### src/rtl/rtp_pkg.sv
`timescale 1ns / 1ps
// ----------------------------------------------------------------------------
// rtp_pkg
// types, constants and codes shared by the projection pipeline
// ----------------------------------------------------------------------------
package rtp_pkg;

  // widths
  localparam int POS_W  = 24;
  localparam int CRD_W  = 27;
  localparam int CFG_W  = 20;
  localparam int NUM_W  = 47;
  localparam int DEN_W  = 34;
  localparam int QB     = 17;

  // register indexes
  localparam logic [1:0] REG_FOCAL_X  = 2'd0;
  localparam logic [1:0] REG_FOCAL_Y  = 2'd1;
  localparam logic [1:0] REG_CENTER_X = 2'd2;
  localparam logic [1:0] REG_CENTER_Y = 2'd3;

  localparam logic [CFG_W-1:0] FOCAL_X_RST  = 20'd134400;
  localparam logic [CFG_W-1:0] FOCAL_Y_RST  = 20'd134400;
  localparam logic [CFG_W-1:0] CENTER_X_RST = 20'd81920;
  localparam logic [CFG_W-1:0] CENTER_Y_RST = 20'd61440;

  // status codes
  localparam logic [1:0] STATUS_OK    = 2'd0;
  localparam logic [1:0] STATUS_BAD_Z = 2'd1;
  localparam logic [1:0] STATUS_SAT   = 2'd2;

  // rotation in Q2.20, translation in 1/65536 m
  localparam logic signed [21:0] ROT_Q20 [3][3] = '{
    '{ 22'sd1048415,  22'sd1325,    -22'sd18337  },
    '{ -22'sd1550,    22'sd1048496, -22'sd12847  },
    '{ 22'sd18319,    22'sd12872,    22'sd1048337 }
  };
  localparam logic signed [CRD_W-1:0] TRANS [3] = '{
    27'sd1310, -27'sd49, -27'sd715
  };
  localparam logic signed [47:0] HALF_Q20 = 48'sd524288;

  typedef struct packed {
    logic signed [POS_W-1:0] pos_x;
    logic signed [POS_W-1:0] pos_y;
    logic signed [POS_W-1:0] pos_z;
  } in_t;

  typedef struct packed {
    logic signed [15:0] pixel_col;
    logic signed [15:0] pixel_row;
    logic [1:0]         status;
  } out_t;

  typedef struct packed {
    logic signed [CRD_W-1:0] x;
    logic signed [CRD_W-1:0] y;
    logic signed [CRD_W-1:0] z;
  } xyz_t;

  // one lane of the divider
  typedef struct packed {
    logic             neg;
    logic             ovf;
    logic             bad_z;
    logic [NUM_W-1:0] rem;
    logic [DEN_W-1:0] den;
    logic [QB-1:0]    quo;
  } div_t;

endpackage

### src/rtl/rtp_scale.sv
`timescale 1ns / 1ps
// ----------------------------------------------------------------------------
// rtp_scale
// focal scaling, divisor set-up and quotient range check
// ----------------------------------------------------------------------------
module rtp_scale (
  input  logic                       clk,
  input  logic                       rst_n,
  input  logic                       en,
  input  logic                       in_vld,
  input  rtp_pkg::xyz_t              in_xyz,
  input  logic [rtp_pkg::CFG_W-1:0]  focal_x,
  input  logic [rtp_pkg::CFG_W-1:0]  focal_y,
  output logic                       out_vld,
  output rtp_pkg::div_t              out_col,
  output rtp_pkg::div_t              out_row
);
  import rtp_pkg::*;

  logic             vld_r;
  div_t             col_r, row_r, col_nxt, row_nxt;
  logic             bad_z;
  logic [DEN_W-1:0] den;

  function automatic div_t lane(input logic signed [CRD_W-1:0] c,
                                input logic [CFG_W-1:0] focal,
                                input logic [DEN_W-1:0] d,
                                input logic bz);
    div_t             r;
    logic [CRD_W-1:0] mag;
    logic [NUM_W-1:0] num;
    mag = c[CRD_W-1] ? CRD_W'(-c) : CRD_W'(c);
    num = NUM_W'(mag) * NUM_W'(focal);
    r.neg   = c[CRD_W-1];
    r.ovf   = (34'(num[NUM_W-1:QB]) >= d);
    r.bad_z = bz;
    r.rem   = num;
    r.den   = d;
    r.quo   = '0;
    return r;
  endfunction

  // depth check and divisor z * 256
  always_comb begin
    bad_z   = in_xyz.z[CRD_W-1] || (in_xyz.z == '0);
    den     = {in_xyz.z[25:0], 8'h00};
    col_nxt = lane(in_xyz.x, focal_x, den, bad_z);
    row_nxt = lane(in_xyz.y, focal_y, den, bad_z);
  end

  always_ff @(posedge clk) begin
    if (!rst_n) begin
      vld_r <= 1'b0;
    end else if (en) begin
      vld_r <= in_vld;
    end
  end

  always_ff @(posedge clk) begin
    if (en) begin
      col_r <= col_nxt;
      row_r <= row_nxt;
    end
  end

  assign out_vld = vld_r;
  assign out_col = col_r;
  assign out_row = row_r;

endmodule

### config.mk
export PLATFORM = sky130hd
export DESIGN_NAME = rtp_scale
export DESIGN_NICKNAME = d
export VERILOG_FILES = /design/src/rtl/rtp_pkg.sv /design/src/rtl/rtp_scale.sv
export SDC_FILE = /design/constraint.sdc
export NUM_CORES = 2
export LEC_CHECK = 0
export BUFFER_PORTS_ARGS = -buffer_cell sky130_fd_sc_hd__buf_2
export CAP_MARGIN = 20
export CORE_MARGIN = 2
export CORE_UTILIZATION = 36
export CTS_CLUSTER_SIZE = 16
export DETAILED_ROUTE_END_ITERATION = 6
export PLACE_DENSITY = 0.54
export SLEW_MARGIN = 10
export SYNTH_ARGS = -nofsm -noshare
export SYNTH_HDL_FRONTEND = slang
export SYNTH_SLANG_ARGS = --single-unit
### constraint.sdc
create_clock -name clk -period 25 [get_ports clk]
set_input_delay 5 -clock clk [delete_from_list [all_inputs] [get_ports clk]]
set_output_delay 5 -clock clk [all_outputs]
set_load 0.05 [all_outputs]
==> run_results.csv <==
group,metric,value,unit
status,outcome,"completed",
clock_network,clk_pin_slew,60,ps
clock_network,clkSinkCount,126,
yosys,ys_async_sr_fraction,0,%
yosys,synthCells,4521,
clock_network,hold_buffers,0,
yosys,syn-mean-instance-area,9.22,sq um
route,drt-met1-wl,54500,microns
setup_path,cp_slowest_cell,"or4_1",
place,port-buffer-count,277,
route,postRouteAntennaNets,0,
route,drc_errors,0,
timing,min_period,16060,ps
clock_network,htreeDepth,4,
setup_path,r2r_slack,24390,ps
setup_path,reg2reg_depth,2,
finish,fill_cells,11685,
timing,worstMarginPinSlew,923,ps
setup_path,r2r-start,"out_vld",
setup_path,crit_fanout,23,
global_routing,grt_pass1_vias,31637,
setup_path,crit_arrival,16350,ps
route,dr.max_layer_used,"met4",
global_routing,grt_antenna_before_repair,9,
route,wl,120000,microns
timing,rsz0062_at_grt,"no",
job,maxCapViolCount,0,
finish,layout_common_cells,"inv_1 (1020), fa_1 (892), and2_1 (579)",
floorplanning,io_pins,328,
setup_path,timing.critical_path.mode_cell,"fa_1",
clock_network,clk_path_buf_depth,2,
global_routing,grt_max_degree,90,
floorplanning,die_y,344,microns
finish,seq_area,3770,sq um
timing,fin_skew,0,ps
timing,setup_viol,0,
yosys,synth_top_area_share,42.8,%
clock_network,cts_tree,"done",
yosys,synth_cell_type_count,57,
clock_network,worst_skew_pair.late_latency,460,ps
finish,nNetsFinal,5996,
floorplanning,start_util,36.3,%
yosys,synth_area_leaders,"fa_1 (43%), ha_1 (11%), inv_1 (9.2%)",
global_routing,gr-usage-all-layers,21.0,%
route,wl_met2,58100,microns
timing,finalMaxSlewViolations,0,
worst_hold_path,hp-start,"out_vld",
setup_path,start_kind,"input pin",
setup_path,reg2reg_to,"out_vld",
route,wl_met3,5530,microns
yosys,synth_seq_cells,126,
route,dr.pass1.iters,6,
global_routing,grt_overflow,0,
worst_hold_path,hold_end,"out_vld",
clock_network,root_buffer,"clkbuf_16",
yosys,synth_edf_count,125,
place,dp_slack,8650,ps
place,hpwl,95700,microns
worst_hold_path,min_path_cells,2,
timing,worst_slack,8940,ps
route,drt_iter0_drc,1673,
finish,final_common_cell,"inv_1",
clock_network,postCtsSetupRepairBufs,0,
worst_hold_path,hold_class,"reg2reg",
yosys,synth-main-ff-cell,"edfxtp_1",
setup_path,slowest_delay,580,ps
floorplanning,num_rows,124,
route,route.vias.total,29951,
finish,multi_input_area,33000,sq um
floorplanning,die_w,344,microns
route,wl_per_cell,19.5,microns
global_routing,grt_pass1_wl,190000,microns
yosys,synth_area_leader_cell,"fa_1",
timing,hold_viol,0,
setup_path,endpoint_kind,"flop",
yosys,ys_warn_count,0,
finish,area_growth,7.57,%
clock_network,cts_resized,0,
timing,post-route-period-util,64.2,%
yosys,netlist_area,41700,sq um
place,gp_congestion,0.889,
finish,final_layout_size_suffix_gt1_share,8.27,%
floorplanning,core-area,115000,sq um
route,vias_per_cell,4.87,
setup_path,critical_path_class,"in2reg",
timing,tns,0,ps
floorplanning,design.die.area,119000,sq um
yosys,ys_seq_area_share,9.05,%
timing,maxSlewHeadroom,38.4,%
clock_network,cts_made_buffers,17,
timing,fmax,0.0623,GHz
setup_path,worstPathRequired,25300,ps
## registers in the layout (all words and copies together), names as in the netlist
register / count
out_vld: 1
out_row: 76
out_col: 49
## routing by layer
layer	GRT usage, %	up-vias
met5	0	-
met4	3.69	0
met3	1.70	90
met2	35.3	752
met1	29.8	15556
li1	-	13553
## worst max-delay path by stage
stage                    start     endpoint  slack (ps)
floorplan           in_xyz[58]  out_col[99]        9990
global placement    in_xyz[27]  out_row[99]        8740
detailed placement  in_xyz[27]  out_row[99]        8650
CTS                 in_xyz[54]  out_col[99]        9050
global route        in_xyz[27]  out_row[99]        8390
finish              in_xyz[54]  out_col[99]        8940
## critical path: cells and delay by family
family / cells / cell delay, ps
AO/OA/AOI/OAI: 8 / 2050
adder cells (fa/ha/maj): 9 / 4110
AND/OR/NAND/NOR: 14 / 4170
buffers and inverters: 6 / 750
XOR/XNOR: 2 / 270
## Yosys cell counts (74+ instances only)
master / number
a21o_1: 84
a21oi_1: 95
and2_1: 579
buf_4: 77
clkbuf_1: 213
edfxtp_1: 125
fa_1: 892
ha_1: 360
inv_1: 1020
nand2_1: 567
o21ai_0: 74
xnor2_1: 104
## cells by family (layout without fill, tap and decap cells)
group | Yosys count | count (layout) | synth area share (%)
and+or+nand+nor | 1335 | 1335 | 16.4
muxes | 2 | 2 | 0.0480
adders and majority gates | 1252 | 1252 | 53.7
AOI/OAI and AO/OA | 347 | 347 | 5.34
xor gates and xnor gates | 138 | 138 | 2.90
other | 1 | 53 | 0.00900
buffers and inverters | 1320 | 1382 | 12.6
DFF | 126 | 126 | 9.05
## layout make-up
cell class | instances | share of cell area (%)
flip-flops and latches | 126 | 8.42
clock buffers | 19 | 0.966
clock inverters | 13 | 0.257
inverters | 1020 | 8.54
repair buffers | 330 | 3.99
diodes | 3 | 0.0167
well taps | 1512 | 4.22
multi-input cells | 3124 | 73.6
## metrics by stage
step / hold WS (ps) / util, % / instances / instance area, sq um
global placement: 503 / 38.6 / 6112 / 44300
floorplan: 743 / - / 4570 / 41900
CTS: 536 / 39.1 / 6144 / 44800
finish: 544 / 39.1 / 6147 / 44800
detailed placement: 518 / 38.6 / 6112 / 44300
global route: 584 / 39.1 / 6145 / 44800
Power is left out: the tool's default activity adds up to more than one toggle a clock period on the data nets, which glitch-free logic cannot reach.
