[src/rtl/rtp_pkg.sv]
`timescale 1ns / 1ps
// ----------------------------------------------------------------------------
// rtp_pkg
// types, constants and codes shared by the projection pipeline
// ----------------------------------------------------------------------------
package rtp_pkg;

  // widths
  localparam int POS_W  = 24;
  localparam int CRD_W  = 27;
  localparam int CFG_W  = 20;
  localparam int NUM_W  = 47;
  localparam int DEN_W  = 34;
  localparam int QB     = 17;

  // register indexes
  localparam logic [1:0] REG_FOCAL_X  = 2'd0;
  localparam logic [1:0] REG_FOCAL_Y  = 2'd1;
  localparam logic [1:0] REG_CENTER_X = 2'd2;
  localparam logic [1:0] REG_CENTER_Y = 2'd3;

  localparam logic [CFG_W-1:0] FOCAL_X_RST  = 20'd134400;
  localparam logic [CFG_W-1:0] FOCAL_Y_RST  = 20'd134400;
  localparam logic [CFG_W-1:0] CENTER_X_RST = 20'd81920;
  localparam logic [CFG_W-1:0] CENTER_Y_RST = 20'd61440;

  // status codes
  localparam logic [1:0] STATUS_OK    = 2'd0;
  localparam logic [1:0] STATUS_BAD_Z = 2'd1;
  localparam logic [1:0] STATUS_SAT   = 2'd2;

  // rotation in Q2.20, translation in 1/65536 m
  localparam logic signed [21:0] ROT_Q20 [3][3] = '{
    '{ 22'sd1048415,  22'sd1325,    -22'sd18337  },
    '{ -22'sd1550,    22'sd1048496, -22'sd12847  },
    '{ 22'sd18319,    22'sd12872,    22'sd1048337 }
  };
  localparam logic signed [CRD_W-1:0] TRANS [3] = '{
    27'sd1310, -27'sd49, -27'sd715
  };
  localparam logic signed [47:0] HALF_Q20 = 48'sd524288;

  typedef struct packed {
    logic signed [POS_W-1:0] pos_x;
    logic signed [POS_W-1:0] pos_y;
    logic signed [POS_W-1:0] pos_z;
  } in_t;

  typedef struct packed {
    logic signed [15:0] pixel_col;
    logic signed [15:0] pixel_row;
    logic [1:0]         status;
  } out_t;

  typedef struct packed {
    logic signed [CRD_W-1:0] x;
    logic signed [CRD_W-1:0] y;
    logic signed [CRD_W-1:0] z;
  } xyz_t;

  // one lane of the divider
  typedef struct packed {
    logic             neg;
    logic             ovf;
    logic             bad_z;
    logic [NUM_W-1:0] rem;
    logic [DEN_W-1:0] den;
    logic [QB-1:0]    quo;
  } div_t;

endpackage

[src/rtl/rtp_xform.sv]
`timescale 1ns / 1ps
// ----------------------------------------------------------------------------
// rtp_xform
// rotate and translate one point, two register stages
// ----------------------------------------------------------------------------
module rtp_xform (
  input  logic          clk,
  input  logic          rst_n,
  input  logic          en,
  input  logic          in_vld,
  input  rtp_pkg::in_t  in_pt,
  output logic          out_vld,
  output rtp_pkg::xyz_t out_xyz
);
  import rtp_pkg::*;

  logic signed [45:0]      prod_r [3][3];
  logic signed [45:0]      prod_nxt [3][3];
  logic                    vld1_r, vld2_r;
  logic signed [POS_W-1:0] p [3];
  logic signed [CRD_W-1:0] c_nxt [3];
  logic signed [47:0]      acc [3];
  xyz_t                    xyz_r;

  // nine constant products
  always_comb begin
    p[0] = in_pt.pos_x;
    p[1] = in_pt.pos_y;
    p[2] = in_pt.pos_z;
    for (int i = 0; i < 3; i++) begin
      for (int j = 0; j < 3; j++) begin
        prod_nxt[i][j] = 46'(ROT_Q20[i][j]) * 46'(p[j]);
      end
    end
  end

  // row sums, round to whole units, add translation
  always_comb begin
    for (int i = 0; i < 3; i++) begin
      acc[i] = 48'(prod_r[i][0]) + 48'(prod_r[i][1]) + 48'(prod_r[i][2]) + HALF_Q20;
      c_nxt[i] = acc[i][46:20] + TRANS[i];
    end
  end

  always_ff @(posedge clk) begin
    if (!rst_n) begin
      vld1_r <= 1'b0;
      vld2_r <= 1'b0;
    end else if (en) begin
      vld1_r <= in_vld;
      vld2_r <= vld1_r;
    end
  end

  always_ff @(posedge clk) begin
    if (en) begin
      prod_r  <= prod_nxt;
      xyz_r.x <= c_nxt[0];
      xyz_r.y <= c_nxt[1];
      xyz_r.z <= c_nxt[2];
    end
  end

  assign out_vld = vld2_r;
  assign out_xyz = xyz_r;

endmodule

[config.mk]
export PLATFORM = sky130hd
export DESIGN_NAME = rtp_xform
export DESIGN_NICKNAME = d
export VERILOG_FILES = /design/src/rtl/rtp_pkg.sv /design/src/rtl/rtp_xform.sv
export SDC_FILE = /design/constraint.sdc
export NUM_CORES = 2
export LEC_CHECK = 0
export ABC_AREA = 1
export ABC_CLOCK_PERIOD_IN_PS = 6900
export BUFFER_PORTS_ARGS = -buffer_cell sky130_fd_sc_hd__buf_2
export CORE_MARGIN = 5
export CORE_UTILIZATION = 55
export CTS_CLUSTER_SIZE = 25
export DETAILED_ROUTE_END_ITERATION = 10
export PLACE_DENSITY_LB_ADDON = 0.12
export SYNTH_ARGS = -nofsm -noshare
export SYNTH_HDL_FRONTEND = slang
export SYNTH_SLANG_ARGS = --single-unit
[constraint.sdc]
create_clock -name clk -period 6.9 [get_ports clk]
set_clock_uncertainty 0.05 [all_clocks]
set_input_delay 1.035 -clock clk [delete_from_list [all_inputs] [get_ports clk]]
set_output_delay 1.035 -clock clk [all_outputs]
set_load 0.02 [all_outputs]
==> results.md <==
* Outcome: finished clean
* Vias in the first global route at 75,310
* Clock Tree Buf Depth at 3
* Die H at 416.7 microns
* Rows at 149
* Routed vias/inst at 5.397
* CP endpoint kind: flip-flop
* Vias post-DR at 71,440
* Average wire per standard cell at 23.12 microns
* Setup tns final at 0 ns
* Gpl congestion at 1.078
* Kind of cell adding the most delay to the critical path: adder cells
* CP most frequent cell: fa_1
* Antenna violations before repair at 14
* CTS tree: built
* Clock transition at path regs at 0.07 ns
* Htree depth at 2
* Clk_lat worst skew at 0.65 ns
* HP Class: reg2reg
* Post-route DRC at 0
* Setup crit start kind: input port
* Largest cells by area after synthesis: fa_1 (34%), ha_1 (19%), edfxtp_1 (14%), inv_1 (10%), nand2_1 (5.5%)
* Core ar. at 164,600 sq um
* Hold path depth at 2
* YS warnings at 0
* DRT antenna net count at 0
* Post-Syn Area at 90,960 sq um
* Req. time, crit path at 7.24 ns
* Max Cap Violations at 0
* Clock Sink Count at 426
* Hold Fails Final Rpt at 0
* Final Max Tran Viols at 0
* Initial DRC Count at 5,597
* GRT Overall Usage at 0.3554
* Cells after Synth at 9,789
* Number of buffers created by CTS at 52
* PortBufs at 157
* HPWL Detailed at 275,400 microns
* Crit-path slowest cell: fa_1
* Largest net degree at the start of global routing at 178
* FF-to-FF path depth at 15
* Relative slew slack at 0.3132
* Worst Setup Path Type: in2reg
* Post-synth top flop: edfxtp_1
* Number of synthesized flops with an enable pin at 424
* Syn nets at 12,810
* Layout area overhead at 14.28%
* Final min period at 6.722 ns
* Chip width at 416.7 microns
* Full die area at 173,600 sq um
* Slew @ Worst Pin at 1.019 ns
* CP Max Fanout at 7
* Max Freq at 148.8 MHz
* Cell taking the most area after synthesis: fa_1
* Yosys top cell area share at 0.3422
* Async SR Flop Fraction at 0
* FILL cells at 14,080
* Crit path DAT at 7.06 ns
* Net count, final at 14,020
* Share of cells above drive strength 1 at 0.1269
* Synthesized flop and latch total at 426
* Crit share post-route at 0.9742
* First-pass DRT Iterations at 6
* Total Wirelength at 306,100 microns
* CP Depth at 26
* Global-route wire length before repair at 460,800 microns
* Total grt overflow at 0
* Register area share after synthesis at 0.1404
* Distinct cells, synth at 54
* Starting Density at 0.5526
* CTS root buf: clkbuf_16
* Crit path buf inv count at 9
* Final setup viols at 0
* Num ports at 158
* Max incr delay on CP at 0.55 ns
* Post-Syn Area per Cell at 9.293 sq um
* Hold bufs inserted after CTS at 0
==> worst reg2reg max path, cell delays in order, from the launching register on <==
cell and delay [ns]:
edfxtp_1 0.48, fa_1 0.47, fa_1 0.45, ha_1 0.34, a21oi_1 0.21, o21ai_0 0.12
a21oi_1 0.26, nand3_1 0.20, inv_1 0.11, o21ai_0 0.19, xnor2_1 0.63, nand3_1 0.34
nor2_1 0.22, nand2_1 0.20, nor3b_2 0.41, xor2_1 0.35
==> cell type report <==
type / instances / area [sq um] / area share
Multi-Input combinational cell: 6889 / 68990 / 0.6637
Sequential cell: 426 / 12770 / 0.1229
Inverter: 2460 / 9238 / 0.08886
Timing Repair Buffer: 1169 / 8566 / 0.08240
Tap cell: 2189 / 2739 / 0.02635
Clock buffer: 60 / 1353 / 0.01301
Clock inverter: 36 / 277.8 / 0.002672
Antenna cell: 7 / 17.52 / 0.0001685
==> cells by family after synthesis <==
group	count (synthesis)	share of synthesized area
adder cells (fa/ha/maj)	2941	0.5329
multiplexers	2	0.0002338
AND/OR/NAND/NOR	2345	0.1083
flip-flops	426	0.1404
AO/OA/AOI/OAI	1081	0.06604
XOR/XNOR	520	0.05007
buffers and inverters	2474	0.1021
==> layout by cell type (no fill, tap or decap), drive strengths merged, types with 195 or more instances in the layout <==
cell,netlist,final
inv,2459,2469
fa,1555,1555
ha,1386,1386
nand2,1362,1362
buf,7,1168
nor2,563,563
a21oi,533,533
edfxtp,424,424
xor2,325,325
o21ai,296,296
nand3,236,236
xnor2,195,195
==> synth_stat cells, types with 2 or more instances <==
cell type,n
inv_1,2445
fa_1,1555
ha_1,1386
nand2_1,1325
a21oi_1,533
nor2_1,529
edfxtp_1,424
xor2_1,325
o21ai_0,290
nand3_1,227
xnor2_1,195
a31oi_1,71
nand4_1,67
nor3_1,51
o21a_1,36
nand2_2,35
a21o_1,34
or2_2,27
o21bai_1,25
nor2_2,20
a21boi_0,17
nand3b_1,17
o211ai_1,15
inv_2,14
a211oi_1,13
nor2_4,13
nor4_1,13
o221ai_1,13
o2111ai_1,8
buf_1,7
clkbuf_1,7
nand3_2,7
o31ai_1,6
o21ai_1,5
o311ai_0,5
and2_1,3
and3_1,3
o211a_1,3
a2111oi_0,2
dfxtp_1,2
nand2_4,2
nand3_4,2
==> worst paths after layout <==
path | start | endpoint | slack [ns]
hold reg to reg | vld1_r | out_vld | 0.44
setup / recovery | in_pt[59] | prod_r[407] | 0.18
hold / removal | vld1_r | out_vld | 0.44
setup reg to reg | prod_r[156] | out_xyz[42] | 1.67
==> flip-flops by register name, indices dropped and copies added, names as in the netlist <==
signal   count
out_vld      1
out_xyz     81
prod_r     343
vld1_r       1
==> routing by layer <==
layer  track usage  wire length (microns)
met5             0                     45
met4        0.1459                  16020
met3       0.05053                  20350
met2        0.5719                 139300
met1        0.4871                 130400
==> metrics by stage <==
stage	hold slack, ns	worst slack [ns]	cell area [sq um]	utilization	std cells
CTS	0.4421	0.05525	103800	0.6308	13230
detailed placement	0.4264	-0.5881	102200	0.6208	13130
finish	0.4431	0.1779	104000	0.6315	13240
global route	0.5115	-0.006460	103900	0.6314	13230
floorplan	0.3982	0.0003126	90970	-	9789
global placement	0.4119	-0.5782	102200	0.6208	13130
==> repair_timing <==
action                                  4_1_cts  5_1_grt
endpoints found under the hold margin         0        0
setup buffers                                 0        2
endpoints found under the setup margin        0       13
resized for setup                             0       29
Power is not shown: default switching activity piles up to over one toggle a cycle in this logic, so the estimate is an artifact.
