**src/rtl/rtp_pkg.sv**
```systemverilog
`timescale 1ns / 1ps
// ----------------------------------------------------------------------------
// rtp_pkg
// types, constants and codes shared by the projection pipeline
// ----------------------------------------------------------------------------
package rtp_pkg;

  // widths
  localparam int POS_W  = 24;
  localparam int CRD_W  = 27;
  localparam int CFG_W  = 20;
  localparam int NUM_W  = 47;
  localparam int DEN_W  = 34;
  localparam int QB     = 17;

  // register indexes
  localparam logic [1:0] REG_FOCAL_X  = 2'd0;
  localparam logic [1:0] REG_FOCAL_Y  = 2'd1;
  localparam logic [1:0] REG_CENTER_X = 2'd2;
  localparam logic [1:0] REG_CENTER_Y = 2'd3;

  localparam logic [CFG_W-1:0] FOCAL_X_RST  = 20'd134400;
  localparam logic [CFG_W-1:0] FOCAL_Y_RST  = 20'd134400;
  localparam logic [CFG_W-1:0] CENTER_X_RST = 20'd81920;
  localparam logic [CFG_W-1:0] CENTER_Y_RST = 20'd61440;

  // status codes
  localparam logic [1:0] STATUS_OK    = 2'd0;
  localparam logic [1:0] STATUS_BAD_Z = 2'd1;
  localparam logic [1:0] STATUS_SAT   = 2'd2;

  // rotation in Q2.20, translation in 1/65536 m
  localparam logic signed [21:0] ROT_Q20 [3][3] = '{
    '{ 22'sd1048415,  22'sd1325,    -22'sd18337  },
    '{ -22'sd1550,    22'sd1048496, -22'sd12847  },
    '{ 22'sd18319,    22'sd12872,    22'sd1048337 }
  };
  localparam logic signed [CRD_W-1:0] TRANS [3] = '{
    27'sd1310, -27'sd49, -27'sd715
  };
  localparam logic signed [47:0] HALF_Q20 = 48'sd524288;

  typedef struct packed {
    logic signed [POS_W-1:0] pos_x;
    logic signed [POS_W-1:0] pos_y;
    logic signed [POS_W-1:0] pos_z;
  } in_t;

  typedef struct packed {
    logic signed [15:0] pixel_col;
    logic signed [15:0] pixel_row;
    logic [1:0]         status;
  } out_t;

  typedef struct packed {
    logic signed [CRD_W-1:0] x;
    logic signed [CRD_W-1:0] y;
    logic signed [CRD_W-1:0] z;
  } xyz_t;

  // one lane of the divider
  typedef struct packed {
    logic             neg;
    logic             ovf;
    logic             bad_z;
    logic [NUM_W-1:0] rem;
    logic [DEN_W-1:0] den;
    logic [QB-1:0]    quo;
  } div_t;

endpackage

```
**src/rtl/rtp_div.sv**
```systemverilog
`timescale 1ns / 1ps
// ----------------------------------------------------------------------------
// rtp_div
// restoring divider, one quotient bit per register stage
// ----------------------------------------------------------------------------
module rtp_div (
  input  logic          clk,
  input  logic          rst_n,
  input  logic          en,
  input  logic          in_vld,
  input  rtp_pkg::div_t in_d,
  output logic          out_vld,
  output rtp_pkg::div_t out_d
);
  import rtp_pkg::*;

  div_t stg_r [QB];
  div_t stg_nxt [QB];
  div_t src [QB];
  logic vld_r [QB];

  // one trial subtraction per stage, msb first
  always_comb begin
    logic [50:0] den_sh;
    logic [50:0] rem_x;
    src[0] = in_d;
    for (int k = 1; k < QB; k++) begin
      src[k] = stg_r[k-1];
    end
    for (int k = 0; k < QB; k++) begin
      stg_nxt[k] = src[k];
      den_sh = 51'(src[k].den) << (QB - 1 - k);
      rem_x  = 51'(src[k].rem);
      if (rem_x >= den_sh) begin
        stg_nxt[k].rem = src[k].rem - den_sh[NUM_W-1:0];
        stg_nxt[k].quo[QB-1-k] = 1'b1;
      end
    end
  end

  always_ff @(posedge clk) begin
    if (!rst_n) begin
      for (int k = 0; k < QB; k++) vld_r[k] <= 1'b0;
    end else if (en) begin
      vld_r[0] <= in_vld;
      for (int k = 1; k < QB; k++) vld_r[k] <= vld_r[k-1];
    end
  end

  always_ff @(posedge clk) begin
    if (en) begin
      stg_r <= stg_nxt;
    end
  end

  assign out_vld = vld_r[QB-1];
  assign out_d   = stg_r[QB-1];

endmodule

```
**config.mk**
```make
export PLATFORM = sky130hd
export DESIGN_NAME = rtp_div
export DESIGN_NICKNAME = d
export VERILOG_FILES = /design/src/rtl/rtp_pkg.sv /design/src/rtl/rtp_div.sv
export SDC_FILE = /design/constraint.sdc
export NUM_CORES = 2
export LEC_CHECK = 0
export BUFFER_PORTS_ARGS = -buffer_cell sky130_fd_sc_hd__buf_2
export CORE_UTILIZATION = 64
export CTS_CLUSTER_DIAMETER = 200
export DETAILED_ROUTE_END_ITERATION = 12
export PLACE_DENSITY = 0.81
export SLEW_MARGIN = 40
export SYNTH_ARGS = -nofsm -noshare
export SYNTH_HDL_FRONTEND = slang
export SYNTH_SLANG_ARGS = --single-unit
```
**constraint.sdc**
```tcl
create_clock -name clk -period 3.8 [get_ports clk]
set_input_delay 0.19 -clock clk [delete_from_list [all_inputs] [get_ports clk]]
set_output_delay 0.19 -clock clk [all_outputs]
set_load 0.05 [all_outputs]
```
==> impl_results.html <==
<table>
<tr><th>Metric</th><th>Value</th></tr>
<tr><th colspan="2">Status</th></tr>
<tr><td>Run status</td><td>complete, but fails checks</td></tr>
<tr><td>Violated checks</td><td>setup timing</td></tr>
<tr><th colspan="2">STA</th></tr>
<tr><td>Highest clock frequency the design can meet</td><td>251 MHz</td></tr>
<tr><td>Clock skew</td><td>approximately 0.058 ns</td></tr>
<tr><td>Transition time at the pin with the least slew margin</td><td>0.794 ns</td></tr>
<tr><td>Final Max Slew Viols</td><td>0</td></tr>
<tr><td>Share of the clock period used by the worst path</td><td>105%</td></tr>
<tr><td>Number of failing setup endpoints in the final timing report</td><td>slightly above 100</td></tr>
<tr><td>Final hold violation count</td><td>0</td></tr>
<tr><td>Setup WS post-layout</td><td>-0.191 ns</td></tr>
<tr><td>Setup repair after global routing missed its margin</td><td>true</td></tr>
<tr><td>Worst Hold Margin</td><td>between 0.07 and 0.08 ns</td></tr>
<tr><td>Post-layout minimum cycle time</td><td>3.99 ns</td></tr>
<tr><td>Normalized max-slew margin</td><td>47.0%</td></tr>
<tr><th colspan="2">Yosys</th></tr>
<tr><td>Count of flip-flops with a built-in enable after synthesis</td><td>~1700</td></tr>
<tr><td>Share of synthesized cell area in full adder, half adder and majority cells</td><td>a little over 8%</td></tr>
<tr><td>Net count after synthesis</td><td>between 8000 and 9000</td></tr>
<tr><td>Combined area of all synthesized cells</td><td>a little over 0.09 mm2</td></tr>
<tr><td>Post-synthesis instance total</td><td>~8000</td></tr>
<tr><td>Register area share after synthesis</td><td>between 50 and 60%</td></tr>
<tr><td>Share of the synthesized area in compound gates (AO/OA/AOI/OAI)</td><td>between 10% and 20%</td></tr>
<tr><td>Biggest area consumer among synthesized cells</td><td>edfxtp_1</td></tr>
<tr><td>Dominant register cell in the synthesized netlist</td><td>edfxtp_1</td></tr>
<tr><td>Avg Inst Size Synth</td><td>11.5 um2</td></tr>
<tr><td>Fraction of the mapped netlist area in simple logic gates</td><td>9.93%</td></tr>
<tr><td>Synth top area cells</td><td>edfxtp_1 57%, ha_1 7.8%, a21oi_1 3.8%</td></tr>
<tr><td>Xor/xnor share of the synthesized area</td><td>about 5.5%</td></tr>
<tr><td>Unique cell type count in the Yosys netlist</td><td>about 110</td></tr>
<tr><td>Warnings from Yosys</td><td>0</td></tr>
<tr><td>Fraction of synthesis flops using an asynchronous set or reset pin</td><td>0%</td></tr>
<tr><td>Share of the synthesized area in the top cell type</td><td>between 50% and 60%</td></tr>
<tr><td>Fraction of synthesized area in multiplexers</td><td>under 10%</td></tr>
<tr><td>Main combinational cell family by area after synthesis</td><td>compound AO/OA/AOI/OAI gates</td></tr>
<tr><td>Synth Register Bits</td><td>1734</td></tr>
<tr><th colspan="2">Critical path</th></tr>
<tr><td>Worst path required time</td><td>4.34 ns</td></tr>
<tr><td>Largest fanout on the critical path</td><td>10</td></tr>
<tr><td>Startpoint kind of the worst setup timing path</td><td>register</td></tr>
<tr><td>Worst r2r dst</td><td>src[887]</td></tr>
<tr><td>FF-to-FF path depth</td><td>13</td></tr>
<tr><td>Setup slack, reg-to-reg</td><td>-0.19 ns</td></tr>
<tr><td>Worst Path Arrival</td><td>4.53 ns</td></tr>
<tr><td>Class of the most critical setup path</td><td>reg -&gt; reg</td></tr>
<tr><td>Kind of end point of the critical path</td><td>register</td></tr>
<tr><td>Launching point of the worst reg2reg path</td><td>src[926]</td></tr>
<tr><th colspan="2">Route</th></tr>
<tr><td>Vias</td><td>approximately 65000</td></tr>
<tr><td>Wire length after detailed routing</td><td>223 mm</td></tr>
<tr><td>Detail-routed via count per cell</td><td>about 6</td></tr>
<tr><td>Count of unresolved DRC violations after routing</td><td>0</td></tr>
<tr><td>Initial DRC count</td><td>around 4800</td></tr>
<tr><td>Antenna viol nets, final</td><td>0</td></tr>
<tr><td>Routed len/inst</td><td>~20 um</td></tr>
<tr><td>Pre-Repair DR Iteration Count</td><td>6</td></tr>
<tr><th colspan="2">Layout</th></tr>
<tr><td>Diode insertion count for antenna repair</td><td>0</td></tr>
<tr><td>Layout net count</td><td>9600</td></tr>
<tr><td>Seq. cell area</td><td>roughly 0.052 mm2</td></tr>
<tr><td>Relative area change from synthesis to final layout</td><td>18.3%</td></tr>
<tr><td>Design Area, Final</td><td>roughly 0.11 mm2</td></tr>
<tr><td>Number of fillers in the final layout</td><td>approximately 8500</td></tr>
<tr><td>Layout cells sized above 1</td><td>about 17%</td></tr>
<tr><td>Footprint of the multi-input gates</td><td>~0.038 mm2</td></tr>
<tr><th colspan="2">Global routing</th></tr>
<tr><td>Largest net degree at the start of global routing</td><td>146</td></tr>
<tr><td>First-pass GRT wire length</td><td>338 mm</td></tr>
<tr><td>GRT overflow</td><td>0</td></tr>
<tr><td>Combined global-route utilization of all metal layers</td><td>between 20% and 30%</td></tr>
<tr><td>Number of global-route vias before repair</td><td>67000</td></tr>
<tr><td>Antenna violations before repair</td><td>0</td></tr>
<tr><th colspan="2">Power</th></tr>
<tr><td>Total power</td><td>79.6 mW</td></tr>
<tr><td>Power density over the cells</td><td>731 mW/mm2</td></tr>
<tr><td>Worst ir drop on vdd</td><td>slightly below 0.0006 V</td></tr>
<tr><td>Static Leakage</td><td>approximately 44 nW</td></tr>
<tr><th colspan="2">Min path</th></tr>
<tr><td>Hold path startpoint</td><td>in_d[14]</td></tr>
<tr><td>Worst hold endpoint</td><td>src[1529]</td></tr>
<tr><td>Worst hold path stage count</td><td>2</td></tr>
<tr><td>Class of the worst hold path</td><td>in -&gt; reg</td></tr>
<tr><th colspan="2">Placed design</th></tr>
<tr><td>Port Buffer Count</td><td>just over 200</td></tr>
<tr><td>Placer Congestion</td><td>0.938</td></tr>
<tr><td>Post-placement cell area</td><td>between 0.09 and 0.1 mm2</td></tr>
<tr><td>HPWL after DPL</td><td>approximately 160 mm</td></tr>
<tr><th colspan="2">Clock network</th></tr>
<tr><td>TritonCTS buffer count</td><td>between 150 and 200</td></tr>
<tr><td>Clk pin slew, worst setup/hold paths</td><td>roughly 0.060 ns</td></tr>
<tr><td>Clk Tree Root Cell</td><td>clkbuf_16</td></tr>
<tr><td>CTS max path bufs</td><td>3</td></tr>
<tr><td>Maximum level of the CTS H-tree</td><td>4</td></tr>
<tr><td>Clock tree from TritonCTS</td><td>yes</td></tr>
<tr><td>Total clock sinks</td><td>between 1500 and 2000</td></tr>
<tr><td>Clock Latency Late Sink</td><td>0.84 ns</td></tr>
<tr><th colspan="2">Floorplanning</th></tr>
<tr><td>Die area</td><td>0.145 mm2</td></tr>
<tr><td>Ports placed on the boundary</td><td>about 210</td></tr>
<tr><td>Placeable core area</td><td>roughly 0.14 mm2</td></tr>
<tr><td>Starting density of the core</td><td>64.8%</td></tr>
<tr><td>Width of the die</td><td>roughly 380 um</td></tr>
<tr><td>Die height</td><td>381 um</td></tr>
<tr><td># rows</td><td>between 100 and 150</td></tr>
<tr><th colspan="2">Run</th></tr>
<tr><td>Maximum capacitance violations</td><td>0</td></tr>
</table>
Yosys cell counts (all sizes together) (13+ instances only):
cell type  number
a2111oi        15
a211oi         56
a21o          316
a21oi         701
a31oi          60
a41oi          14
and2           24
and3           68
and4           15
buf            42
clkbuf        156
edfxtp       1734
fa             17
ha            572
inv           745
mux2          135
nand2         577
nand2b         88
nand3         127
nand3b         14
nand4         104
nand4b         13
nor2          480
nor2b          77
nor3          112
nor4           68
nor4b          13
o211ai         38
o21a           65
o21ai         544
o21bai         85
o31a           20
o31ai          35
or2            30
or3            38
or4            22
xnor2         342
xor2          234
placed cells by master (no fill, tap or decap), drive strengths merged, types with 30 or more instances in the layout:
master,count
a211oi,56
a21o,316
a21oi,701
a31oi,60
and3,68
buf,838
clkbuf,219
clkinv,86
dlygate4sd3,105
edfxtp,1734
ha,572
inv,748
mux2,135
nand2,577
nand2b,88
nand3,127
nand4,104
nor2,480
nor2b,77
nor3,112
nor4,68
o211ai,38
o21a,65
o21ai,544
o21bai,85
o31ai,35
or2,30
or3,38
xnor2,342
xor2,234
how the worst max path moves through the flow:
stage,start,endpoint,slack [ns],cells past startpoint
after floorplan,src[357],src[298],0.31,15
after global placement,src[1493],src[1381],-0.55,12
after detailed placement,src[1493],src[1387],-0.64,12
after CTS,src[460],src[371],-0.008,9
after global routing,src[926],src[887],-0.33,13
final,src[926],src[887],-0.19,13
what timing repair did:
action                                  CTS  global route
buffers inserted                         42            69
gates cloned                              3             6
pin swaps                                45           128
resized for setup                        77           327
hold buffers                            105             0
endpoints found under the setup margin  249           420
endpoints found under the hold margin   179             0
power by group:
group          switching [mW]  internal (mW)
logic                    18.7           14.5
clock network            7.48           10.1
registers                2.32           26.5
metrics by stage:
step,worst slack (ns),cells,setup TNS [ns],utilization (%)
6_report,-0.191,10900,-8.12,76.6
5_1_grt,-0.330,10900,-17.13,76.6
4_1_cts,-0.00759,10900,-0.00767,75.3
3_5_place_dp,-0.636,10400,-29.01,69.7
3_3_place_gp,-0.545,10400,-19.87,69.7
2_1_floorplan,0.313,7974,0,-
kinds of logic (layout without fill, tap and decap cells):
kind of cell	count (synthesis)	count (layout)
AND/OR/NAND/NOR	1893	1893
flip-flops	1734	1734
AO/OA/AOI/OAI	2092	2092
adder cells (fa/ha/maj)	589	589
buffers and inverters	943	2019
XOR/XNOR	576	576
multiplexers	147	147
cell type report:
| type | instances | share of cell area [%] |
|---|---|---|
| clock inverters | 111 | 1.25 |
| multi-input cells | 5297 | 34.9 |
| inverters | 745 | 2.57 |
| well taps | 1890 | 2.17 |
| repair buffers | 950 | 7.07 |
| flip-flops and latches | 1734 | 47.8 |
| clock buffers | 213 | 4.21 |
routing by layer:
layer	global-route usage [%]	share of wire (%)
met1	26.9	33
met2	57.7	54
met3	3.33	3.7
met4	23.4	9.2
met5	0	0
state kept, by name, indices dropped and copies added, names as in the netlist:
signal	flops
out_d	101
src	1616
vld_r	17
critical path, cell delays in order (launching register included):
cell	delay, ns
edfxtp_1	0.47
ha_4	0.22
fa_2	0.40
nor2b_4	0.15
o31a_1	0.23
o41a_1	0.26
a221oi_4	0.10
o211ai_1	0.42
nand2_1	0.18
a21oi_4	0.21
a41oi_4	0.18
o211ai_4	0.34
buf_12	0.21
mux2_4	0.31
Note: power is estimated with default switching activity, not from simulation.
